`src/rtl/json_number_scanner_assert.svh`:
```
// Assertion macros for the number scanner top level.
// Depends on nothing; included by json_number_scanner.sv.
`ifndef JSON_NUMBER_SCANNER_ASSERT_SVH
`define JSON_NUMBER_SCANNER_ASSERT_SVH
`define JNS_ASSERT_IMP(label, clk, rst, a, b) \
  label: assert property (@(posedge clk) disable iff (rst) (a) |-> (b)) \
    else $error("assertion failed");
`define JNS_ASSERT_NXT(label, clk, rst, a, b) \
  label: assert property (@(posedge clk) disable iff (rst) (a) |=> (b)) \
    else $error("assertion failed");
`endif

```
`src/rtl/jns_pkg.sv`:
```
// Shared types and codes for the number scanner.
// No dependencies.
package jns_pkg;
  typedef enum logic [10:0] {
    PH_START      = 11'b00000000001,
    PH_AFTER_SIGN = 11'b00000000010,
    PH_INT        = 11'b00000000100,
    PH_FRAC_FIRST = 11'b00000001000,
    PH_FRAC       = 11'b00000010000,
    PH_ZERO       = 11'b00000100000,
    PH_ZPT_FIRST  = 11'b00001000000,
    PH_ZLEAD      = 11'b00010000000,
    PH_EXP_SIGN   = 11'b00100000000,
    PH_EXP_FIRST  = 11'b01000000000,
    PH_EXP        = 11'b10000000000
  } phase_t;

  localparam logic [2:0] KIND_INT   = 3'd0;
  localparam logic [2:0] KIND_FLOAT = 3'd1;
  localparam logic [2:0] KIND_MISS  = 3'd2;
  localparam logic [2:0] KIND_ZPT   = 3'd3;
  localparam logic [2:0] KIND_EOVF  = 3'd4;

  localparam logic [63:0] S64_MAX = 64'h7FFF_FFFF_FFFF_FFFF;

  // finished number handed from the front to the back
  typedef struct packed {
    logic        err;
    logic [2:0]  err_kind;
    logic        neg;
    logic        fe_seen;
    logic        use_exp;
    logic        exp_sign;
    logic [63:0] mant;
    logic [63:0] exp_acc;
    logic [63:0] exp_val;
  } scan_t;

  typedef struct packed {
    logic [2:0]  kind;
    logic        neg;
    logic [63:0] mant;
    logic [63:0] dexp;
  } res_t;
endpackage

```
`src/rtl/jns_front.sv`:
```
// Front part: byte grammar and accumulators, emits one record per number.
// Depends on jns_pkg.
module jns_front #(
  parameter int SIG_DIGITS_MAX = 19
) (
  input  logic           clk,
  input  logic           rst,
  input  logic           in_valid,
  input  logic [7:0]     char_in,
  output logic           rec_valid,
  output jns_pkg::scan_t rec
);
  jns_pkg::phase_t phase, phase_next;
  logic        sign_seen, sign_next;
  logic [63:0] mant, mant_next;
  logic [4:0]  sig_count, sig_next;
  logic [63:0] exp_acc, exp_acc_next;
  logic [63:0] exp_val, exp_val_next;
  logic        exp_sign, exp_sign_next;
  logic        fe_seen, fe_next;

  logic       dig, is_e, can_sig;
  logic [3:0] d;
  logic       emit, emit_err;
  logic [2:0] ekind;
  logic [63:0] inc_e, dec_e, mant10, ev10;

  assign dig = char_in >= 8'h30 && char_in <= 8'h39;
  assign d = dig ? 4'(char_in - 8'h30) : 4'd0;
  assign is_e = char_in == 8'h65 || char_in == 8'h45;
  assign can_sig = sig_count < 5'(SIG_DIGITS_MAX);
  assign mant10 = (mant << 3) + (mant << 1) + 64'(d);
  assign inc_e = (exp_acc == jns_pkg::S64_MAX) ? exp_acc : exp_acc + 64'd1;
  assign dec_e = (exp_acc == {1'b1, 63'd0}) ? exp_acc : exp_acc - 64'd1;
  assign ev10 = (exp_val << 3) + (exp_val << 1) + 64'(d);

  always_comb begin
    phase_next = phase;
    sign_next = sign_seen;
    mant_next = mant;
    sig_next = sig_count;
    exp_acc_next = exp_acc;
    exp_val_next = exp_val;
    exp_sign_next = exp_sign;
    fe_next = fe_seen;
    emit = 1'b0;
    emit_err = 1'b0;
    ekind = jns_pkg::KIND_MISS;
    case (phase)
      jns_pkg::PH_START, jns_pkg::PH_AFTER_SIGN: begin
        if (phase == jns_pkg::PH_START && char_in == 8'h2D) begin
          sign_next = 1'b1;
          phase_next = jns_pkg::PH_AFTER_SIGN;
        end else if (char_in == 8'h30) begin
          phase_next = jns_pkg::PH_ZERO;
        end else if (dig) begin
          phase_next = jns_pkg::PH_INT;
          if (can_sig) begin
            mant_next = mant10;
            sig_next = sig_count + 5'd1;
          end else exp_acc_next = inc_e;
        end else emit_err = 1'b1;
      end
      jns_pkg::PH_INT: begin
        if (dig) begin
          if (can_sig) begin
            mant_next = mant10;
            sig_next = sig_count + 5'd1;
          end else exp_acc_next = inc_e;
        end else if (char_in == 8'h2E) begin
          fe_next = 1'b1;
          phase_next = jns_pkg::PH_FRAC_FIRST;
        end else if (is_e) begin
          fe_next = 1'b1;
          phase_next = jns_pkg::PH_EXP_SIGN;
        end else emit = 1'b1;
      end
      jns_pkg::PH_FRAC_FIRST, jns_pkg::PH_FRAC, jns_pkg::PH_ZPT_FIRST,
      jns_pkg::PH_ZLEAD: begin
        if ((phase == jns_pkg::PH_ZPT_FIRST || phase == jns_pkg::PH_ZLEAD)
            && char_in == 8'h30) begin
          exp_acc_next = dec_e;
          phase_next = jns_pkg::PH_ZLEAD;
        end else if (dig) begin
          phase_next = jns_pkg::PH_FRAC;
          if (can_sig) begin
            mant_next = mant10;
            sig_next = sig_count + 5'd1;
            exp_acc_next = dec_e;
          end
        end else if (phase == jns_pkg::PH_FRAC_FIRST) begin
          emit_err = 1'b1;
        end else if (phase == jns_pkg::PH_ZPT_FIRST) begin
          emit_err = 1'b1;
          ekind = jns_pkg::KIND_ZPT;
        end else if (is_e) begin
          fe_next = 1'b1;
          phase_next = jns_pkg::PH_EXP_SIGN;
        end else emit = 1'b1;
      end
      jns_pkg::PH_ZERO: begin
        if (char_in == 8'h2E) begin
          fe_next = 1'b1;
          phase_next = jns_pkg::PH_ZPT_FIRST;
        end else if (is_e) begin
          fe_next = 1'b1;
          phase_next = jns_pkg::PH_EXP_SIGN;
        end else emit = 1'b1;
      end
      jns_pkg::PH_EXP_SIGN, jns_pkg::PH_EXP_FIRST, jns_pkg::PH_EXP: begin
        if (phase == jns_pkg::PH_EXP_SIGN && char_in == 8'h2D) begin
          exp_sign_next = 1'b1;
          phase_next = jns_pkg::PH_EXP_FIRST;
        end else if (phase == jns_pkg::PH_EXP_SIGN && char_in == 8'h2B) begin
          phase_next = jns_pkg::PH_EXP_FIRST;
        end else if (dig) begin
          phase_next = jns_pkg::PH_EXP;
          // saturated value 2^63 marks overflow and sticks
          if (!exp_val[63]) begin
            if (exp_val > 64'd922337203685477580 ||
                (exp_val == 64'd922337203685477580 && d > 4'd7))
              exp_val_next = {1'b1, 63'd0};
            else exp_val_next = ev10;
          end
        end else if (phase == jns_pkg::PH_EXP) begin
          emit = 1'b1;
        end else emit_err = 1'b1;
      end
      default: emit_err = 1'b0;
    endcase
  end

  always_ff @(posedge clk) begin
    if (rst) begin
      rec_valid <= 1'b0;
    end else begin
      rec_valid <= in_valid && (emit || emit_err);
    end
    if (in_valid) begin
      rec.err <= emit_err;
      rec.err_kind <= ekind;
      rec.neg <= sign_seen;
      rec.fe_seen <= fe_seen;
      rec.use_exp <= phase == jns_pkg::PH_EXP;
      rec.exp_sign <= exp_sign;
      rec.mant <= mant;
      rec.exp_acc <= exp_acc;
      rec.exp_val <= exp_val;
    end
  end

  always_ff @(posedge clk) begin
    if (rst || (in_valid && (emit || emit_err))) begin
      phase <= jns_pkg::PH_START;
      sign_seen <= 1'b0;
      mant <= 64'd0;
      sig_count <= 5'd0;
      exp_acc <= 64'd0;
      exp_val <= 64'd0;
      exp_sign <= 1'b0;
      fe_seen <= 1'b0;
    end else if (in_valid) begin
      phase <= phase_next;
      sign_seen <= sign_next;
      mant <= mant_next;
      sig_count <= sig_next;
      exp_acc <= exp_acc_next;
      exp_val <= exp_val_next;
      exp_sign <= exp_sign_next;
      fe_seen <= fe_next;
    end
  end
endmodule

```
`src/rtl/jns_back.sv`:
```
// Back part: exponent sum, kind decision, result build.
// Depends on jns_pkg.
module jns_back (
  input  jns_pkg::scan_t rec,
  output jns_pkg::res_t  res
);
  logic [63:0] v, sum, e;
  logic        ovf;

  assign v = rec.exp_sign ? (64'd0 - rec.exp_val) : rec.exp_val;
  assign sum = rec.exp_acc + v;
  assign ovf = (rec.exp_acc[63] == v[63]) && (sum[63] != rec.exp_acc[63]);

  always_comb begin
    if (!rec.use_exp) e = rec.exp_acc;
    else if (ovf) e = rec.exp_acc[63] ? {1'b1, 63'd0} : jns_pkg::S64_MAX;
    else e = sum;
    res.neg = rec.neg;
    if (rec.err || (rec.use_exp && rec.exp_val[63])) begin
      res.kind = rec.err ? rec.err_kind : jns_pkg::KIND_EOVF;
      res.mant = 64'd0;
      res.dexp = 64'd0;
    end else begin
      res.mant = rec.mant;
      res.dexp = e;
      res.kind = (rec.fe_seen || e != 64'd0 ||
                  rec.mant > jns_pkg::S64_MAX + 64'(rec.neg))
                 ? jns_pkg::KIND_FLOAT : jns_pkg::KIND_INT;
    end
  end
endmodule

```
`src/rtl/jns_queue.sv`:
```
// Small record queue between the front and the back.
// Depends on jns_pkg.
module jns_queue (
  input  logic           clk,
  input  logic           rst,
  input  logic           wr,
  input  jns_pkg::scan_t wdata,
  input  logic           rd,
  output logic           empty,
  output logic           almost_full,
  output jns_pkg::scan_t rdata
);
  jns_pkg::scan_t mem [4];
  logic [1:0] wp, rp;
  logic [2:0] cnt;

  assign empty = cnt == 3'd0;
  assign almost_full = cnt >= 3'd2;
  assign rdata = mem[rp];

  always_ff @(posedge clk) begin
    if (wr) mem[wp] <= wdata;
    if (rst) begin
      wp <= 2'd0;
      rp <= 2'd0;
      cnt <= 3'd0;
    end else begin
      if (wr) wp <= wp + 2'd1;
      if (rd) rp <= rp + 2'd1;
      cnt <= cnt + 3'(wr) - 3'(rd);
    end
  end
endmodule

```
`src/rtl/json_number_scanner.sv`:
```
// Number scanner: one byte per cycle while full is low, records via a 4-entry queue.
// A result reaches the ports via the front's record register and then the queue.
// Throughput: 1 byte per cycle while full is low; full rises when 2 records wait unread.
// Synchronous active-high reset: parser to start of number, queue empty.
// Depends on jns_pkg, jns_front, jns_back, jns_queue, assert header.
`include "json_number_scanner_assert.svh"
module json_number_scanner #(
  parameter int SIG_DIGITS_MAX = 19
) (
  input  logic        clk,
  input  logic        rst,
  input  logic        push,
  output logic        full,
  input  logic [7:0]  char_in,
  output logic        empty,
  input  logic        pop,
  output logic [2:0]  kind,
  output logic        is_negative,
  output logic [63:0] mantissa,
  output logic signed [63:0] decimal_exponent
);
  logic           acc, rec_valid, q_rd;
  jns_pkg::scan_t rec, q_out;
  jns_pkg::res_t  res;

  assign acc = push && !full;
  assign q_rd = pop && !empty;

  jns_front #(.SIG_DIGITS_MAX(SIG_DIGITS_MAX)) u_front (
    .clk(clk), .rst(rst), .in_valid(acc), .char_in(char_in),
    .rec_valid(rec_valid), .rec(rec)
  );
  jns_queue u_queue (
    .clk(clk), .rst(rst), .wr(rec_valid), .wdata(rec), .rd(q_rd),
    .empty(empty), .almost_full(full), .rdata(q_out)
  );
  jns_back u_back (.rec(q_out), .res(res));

  assign kind = res.kind;
  assign is_negative = res.neg;
  assign mantissa = res.mant;
  assign decimal_exponent = res.dexp;

  `JNS_ASSERT_NXT(a_rec_needs_item, clk, rst, !acc, !rec_valid)
  `JNS_ASSERT_IMP(a_kind_range, clk, rst, !empty, kind <= jns_pkg::KIND_EOVF)
  `JNS_ASSERT_IMP(a_err_zero, clk, rst, !empty && kind >= jns_pkg::KIND_MISS,
                  mantissa == 64'd0 && decimal_exponent == 64'd0)
endmodule
```
`config.mk`:
```
export PLATFORM = sky130hd
export DESIGN_NAME = json_number_scanner
export DESIGN_NICKNAME = d
export VERILOG_FILES = /design/src/rtl/jns_pkg.sv /design/src/rtl/jns_front.sv /design/src/rtl/jns_back.sv /design/src/rtl/jns_queue.sv /design/src/rtl/json_number_scanner.sv
export VERILOG_INCLUDE_DIRS = /design/src /design/src/rtl
export SDC_FILE = /design/constraint.sdc
export NUM_CORES = 2
export LEC_CHECK = 0
export BUFFER_PORTS_ARGS = -buffer_cell sky130_fd_sc_hd__buf_2
export CAP_MARGIN = 20
export CELL_PAD_IN_SITES_DETAIL_PLACEMENT = 0
export CELL_PAD_IN_SITES_GLOBAL_PLACEMENT = 2
export CORE_MARGIN = 2
export CORE_UTILIZATION = 48
export DETAILED_ROUTE_END_ITERATION = 10
export PLACE_DENSITY = 0.86
export SKIP_CTS_REPAIR_TIMING = 1
export SLEW_MARGIN = 10
export SYNTH_ARGS = -nofsm -noshare
export SYNTH_HDL_FRONTEND = slang
export SYNTH_SLANG_ARGS = --single-unit
```
`constraint.sdc`:
```
create_clock -name clk -period 20 [get_ports clk]
set_clock_uncertainty 0.05 [all_clocks]
set_input_delay 2 -clock clk [delete_from_list [all_inputs] [get_ports clk]]
set_output_delay 2 -clock clk [all_outputs]
set_load 0.01 [all_outputs]
```
## Word-level counts from Yosys, hierarchy flattened

Memories as Yosys holds them, arrays and structs flattened. A register that Yosys moved wholly into a read port is not among the register bits.
Cells that the tools add are included.

- Word-level logic and storage cells: 207
- Bits of input ports: 12
- Bits in writable memories: 800
- Output and inout port bits: 134
- Register bits: 419
- Memories: 1

- $lt $le $gt $ge: 7
- Muxes and demuxes: 85
- Equal/unequal tests: 35
- Bitwise logic cells: 4
- Reduce and logical (&&, ||, !) cells: 38
- Add/sub/neg operators: 15

Memories:

| memory | words | width | read ports | clocked after Yosys merged registers in | write ports | line | source |
|---|---|---|---|---|---|---|---|
| u_queue.mem | 4 | 200 | 1 | 1 | 1 | jns_queue.sv:13 | `jns_pkg::scan_t mem [4];` |

Operators by type and width:

| operator | count |
|---|---|
| 64-bit 2-to-1 mux | 20 |
| 64-bit case mux with 3 select lines | 2 |
| 64-bit adder | 3 |
| 11-bit 2-to-1 mux | 14 |
| 64-bit by 4-bit adder with 64-bit output | 2 |
| 128-bit 2-to-1 mux | 1 |
| 63-bit by 1-bit adder with 64-bit output (first input constant) | 1 |
| 64-bit by 1-bit adder with 64-bit output (second input constant) | 1 |
| 64-bit by 60-bit equality test with 1-bit output (second input constant) | 1 |
| 64-bit by 63-bit equality test with 1-bit output (second input constant) | 1 |
| 64-bit equality test (second input constant) | 1 |
| 64-bit by 60-bit > comparator with 1-bit output (second input constant) | 1 |
| 64-bit > comparator | 1 |
| 64-bit nonzero test | 1 |
| 1-bit by 64-bit subtractor with 64-bit output (first input constant) | 1 |
| 64-bit by 1-bit subtractor with 64-bit output (second input constant) | 1 |
| 11-bit case mux with 5 select lines | 1 |
| 1-bit 2-to-1 mux | 33 |
| 8-bit by 6-bit equality test with 1-bit output (second input constant) | 4 |
| 5-bit 2-to-1 mux | 5 |
| 8-bit by 7-bit equality test with 1-bit output (second input constant) | 2 |
| 5-bit case mux with 3 select lines | 1 |
| 2-bit inequality test (second input constant) | 7 |
| 7-bit AND reduction | 2 |
| other kinds (45) | 77 |

## Depth between registers and ports, before layout

- Depth in word-level cells: 12
- Depth in mapped cells: 44
- Gate-level depth less buffers: 38

## Cells and area by module

Synthesis repeated with hierarchy kept, for this count alone.

- Cells, all modules: 5421
- Area total of the unflattened synthesis: 65242.6 um^2

Modules (own cells, without submodules):

| module | area an instance (um^2) | cells each | instances | sequential area each (um^2) |
|---|---|---|---|---|
| jns_queue | 29324.4 | 1088 | 1 | 24203.2 |
| jns_front | 27164.8 | 3003 | 1 | 10189.8 |
| jns_back | 8725.9 | 1328 | 1 | 0.0 |
| json_number_scanner | 27.5 | 2 | 1 | 0.0 |

## Worst setup path before layout

Ideal clock, no wire load.

- Path type: register to output
- From: register with a tool-made name
- To: output port kind[0]
- Path slack: 9.207 ns
- Cell stages (with the launch flop): 45
- Required time: 17.950 ns
- Path buffers: 15
- Data arrival time: 8.743 ns
- Cell sequence: dfxtp_1 -> buf_6 -> buf_6 -> buf_6 -> buf_6 -> buf_6 -> buf_2 -> buf_4 -> buf_4 -> buf_2 -> buf_2 -> buf_4 -> buf_2 -> o21a_1 -> buf_2 -> buf_2 -> o31ai_1 -> xnor2_1 -> [... 9 more ...] -> a21oi_1 -> nand3b_1 -> a21oi_1 -> a21o_1 -> a21oi_1 -> fa_1 -> nand2_1 -> or3_1 -> o22ai_1 -> nor3_1 -> nand2_1 -> a21oi_1 -> a2111oi_1 -> nand4_1 -> and4b_1 -> nand4_1 -> nor4_1 -> a41oi_1

RTL lines:

| element | line | source |
|---|---|---|
| end: declaration | json_number_scanner.sv:17 | `output logic [2:0] kind,` |

==> impl_metrics.toml <==
[final_layout]
final_util = 0.534
nNetsFinal = 5616
areaGrowthSynthToFinish_pct = 10.6
drive_gt1_frac = 0.124

[worst_setup_path]
path_class = "flip-flop to output port"
arrival_ns = 12.96
r2r_end = "u_front.exp_acc[59]"
cpPeakStageDelay_ns = 0.86
critPathLaunchType = "flip-flop"
cp_slowest_cell = "dfxtp_4"
r2r.worst_path.cells = 19
setup.worst_path.end_class = "output port"
crit_required_ns = 17.95
crit_path_frequent_cell = "nand2_1"
r2r_slack_ns = 12.93
path_max_fanout = 102
rr_startpoint = "u_front.phase[6]"

[floorplan]
die_h_um = 365
die_w_um = 365
core_region_area_um2 = 129000
die_area_um2 = 133000
initial_utilization = 0.483
rows = 132
ios = 146

[logic_synthesis]
ys_warn_count = 0
syn_inst = 5027
synth_edf_count = 990
ys_types = 93
ys_seq_area_frac = 0.546
synth_area_per_cell_um2 = 12.4
ys_ff_latch = 1211
syn_nets = 5491
async_reset_ff_frac = 0
netlist_area_um2 = 62600
yosys_most_used_dff = "edfxtp_1"

[sta]
period_share = 0.750
hold_viol = 0
slew_viol_final = 0
setup_tns_ns = 0
fin_ws_ns = 4.99
period_needed_ns = 15.01
worst_pin_slew_ns = 1.15
max_freq_ghz = 0.0666
max-slew-margin-rel = 0.229
rsz0062_at_grt = "no"
setup_viol = 0

[route]
vias = 41900
wl_per_cell_um = 23.8
drc = 0
vias_per_cell = 5.98
first_pass_iters = 5
drt_iter0_drc = 3965
drtAntennaViolNets = 0
drt-total-wl_mm = 167

[clocking]
clk-insertion-delay-late_ns = 0.77
path_clk_slew_ns = 0.06
cts.sinks = 1211
cts-buffers-inserted = 120
cts_buffer_depth = 3
cts_root_buf = "clkbuf_16"
tritoncts = "yes"
cts_max_level = 3

[outcome]
status = "complete, no violations"

[pwr]
clockPowerShare = 0.232
p_comb_frac = 0.440
p_seq_frac = 0.329
power.switching_mw = 4.01
internal_power_mw = 5.87
leakage_nw = 26.5
p_total_mw = 9.88
ir_worst_vdd_mv = 0.0893
sw_frac_of_total = 0.406
p_per_area_nw_per_um2 = 143

[place]
io_buffers = 145
dpl.hpwl_mm = 121
dp_slack_ns = 5.96
gp_congestion = 0.954

[run]
cap_viol_max_count = 0

[global_route]
grt_first_pass_wirelength_mm = 251
grt_max_degree = 103
antenna_found_initial = 9
grt-ovfl-total = 0
grt_pass1_vias = 39600
track_usage = 0.248

[worst_hold_path]
whs_path_depth = 0
holdCritStartpoint = "u_front.exp_sign"
hold_path_end = "u_front.rec[192]"
hold_class = "flip-flop to flip-flop"
Yosys cell counts, types with 54 or more instances:
cell type    n  area, µm²
a21o_1     191       1430
a21oi_1    420       2100
and2_1      87        544
and3_1      60        375
clkbuf_1   134        503
dfxtp_1    221       4420
edfxtp_1   990      29700
ha_1       444       5560
inv_1       89        334
mux4_2     196       4410
nand2_1    314       1180
nand2b_1    54        338
nand3_1     81        405
nand4_1     83        519
nor2_1     415       1560
nor3_1      83        415
o21ai_0    208       1040
xnor2_1    180       1580
xor2_1     112        981
worst max-delay path by stage:
stage,startpoint,endpoint,slack (ns),depth (start not counted)
finish,flip-flop,kind[0],4.99,37
global route,flip-flop,kind[0],4.44,34
CTS,flip-flop,kind[0],5.09,37
detailed placement,flip-flop,kind[0],5.96,37
global placement,flip-flop,kind[0],5.95,37
floorplan,flip-flop,kind[0],9.21,44
layer usage:
layer / track usage / wire length, µm / vias up / part of all wire
met5: 0 / 21 / - / 0.00013
met4: 0.0588 / 3540 / 4 / 0.021
met3: 0.0342 / 11300 / 183 / 0.068
met2: 0.363 / 71200 / 1336 / 0.43
met1: 0.390 / 81000 / 20700 / 0.48
li1: - / - / 19600 / -
critical path, delay by kind of cell (launching register included):
| kind | cells | cell delay, ns |
|---|---|---|
| compound gates | 12 | 2.96 |
| xor+xnor | 1 | 0.11 |
| fa+ha+maj | 2 | 1.00 |
| buf+inv | 4 | 1.78 |
| flops | 1 | 0.86 |
| mux | 1 | 0.48 |
| simple gates | 17 | 4.69 |
kinds of logic after synthesis:
kind of cell	Yosys count	share of synthesized area
buf+inv	277	0.0184
xor+xnor	293	0.0411
mux	219	0.0743
flops	1211	0.546
simple gates	1375	0.108
compound gates	1200	0.121
fa+ha+maj	452	0.0913
area by class of cell:
type | instances | area (µm²)
diodes | 3 | 7.51
clock buffers | 155 | 3320
clock inverters | 74 | 751
fillers | 11000 | 60300
inverters | 89 | 342
multi-input cells | 3539 | 27400
flip-flops and latches | 1211 | 34200
well taps | 1742 | 2180
repair buffers | 191 | 1100
stage by stage:
step                      cells  hold WS, ns  area [µm²]
after CTS                  7001        0.408       69200
after global routing       7001        0.420       69200
final                      7004        0.406       69200
after detailed placement   6772        0.393       65100
after floorplan            5027        0.358       62600
after global placement     6772        0.391       65100
registers in the layout (all words and copies together), names as in the netlist, named ones only:
name               flops
u_queue.mem          792
u_front.rec          198
u_front.exp_acc       64
u_front.exp_val       64
u_front.mant          64
u_front.phase         11
u_front.sig_count      5
u_queue.cnt            3
u_queue.rp             2
u_queue.wp             2
u_front.exp_sign       1
u_front.fe_seen        1
u_front.rec_valid      1
u_front.sign_seen      1
power groups by stage:
stage / combinational [mW] / clock (mW) / sequential (mW)
final: 4.35 / 2.29 / 3.25
after global routing: 4.63 / 2.42 / 3.27
after CTS: 4.24 / 2.33 / 3.25
after detailed placement: 4.22 / 0 / 3.30
after global placement: 4.25 / 0 / 3.27
after floorplan: 2.79 / 0 / 3.24
layout by cell type (no fill, tap or decap), types with 23 or more instances in the layout:
master / n
mux4_2: 196
nand4_1: 83
a21oi_1: 419
nor4_1: 44
clkbuf_16: 121
a22oi_1: 43
buf_2: 145
a211oi_1: 41
and3_1: 60
a31oi_1: 28
nand2b_1: 51
o31ai_1: 27
buf_4: 44
xnor2_1: 180
o21ai_0: 205
or3_1: 23
ha_1: 444
nand3_1: 81
nor3_1: 81
xor2_1: 112
o21bai_1: 44
nor2b_1: 38
and2_1: 83
edfxtp_1: 990
nor2_1: 412
dfxtp_1: 219
o21a_1: 24
a21o_1: 190
nand2_1: 314
inv_1: 87
(Power assumes the default switching activity.)
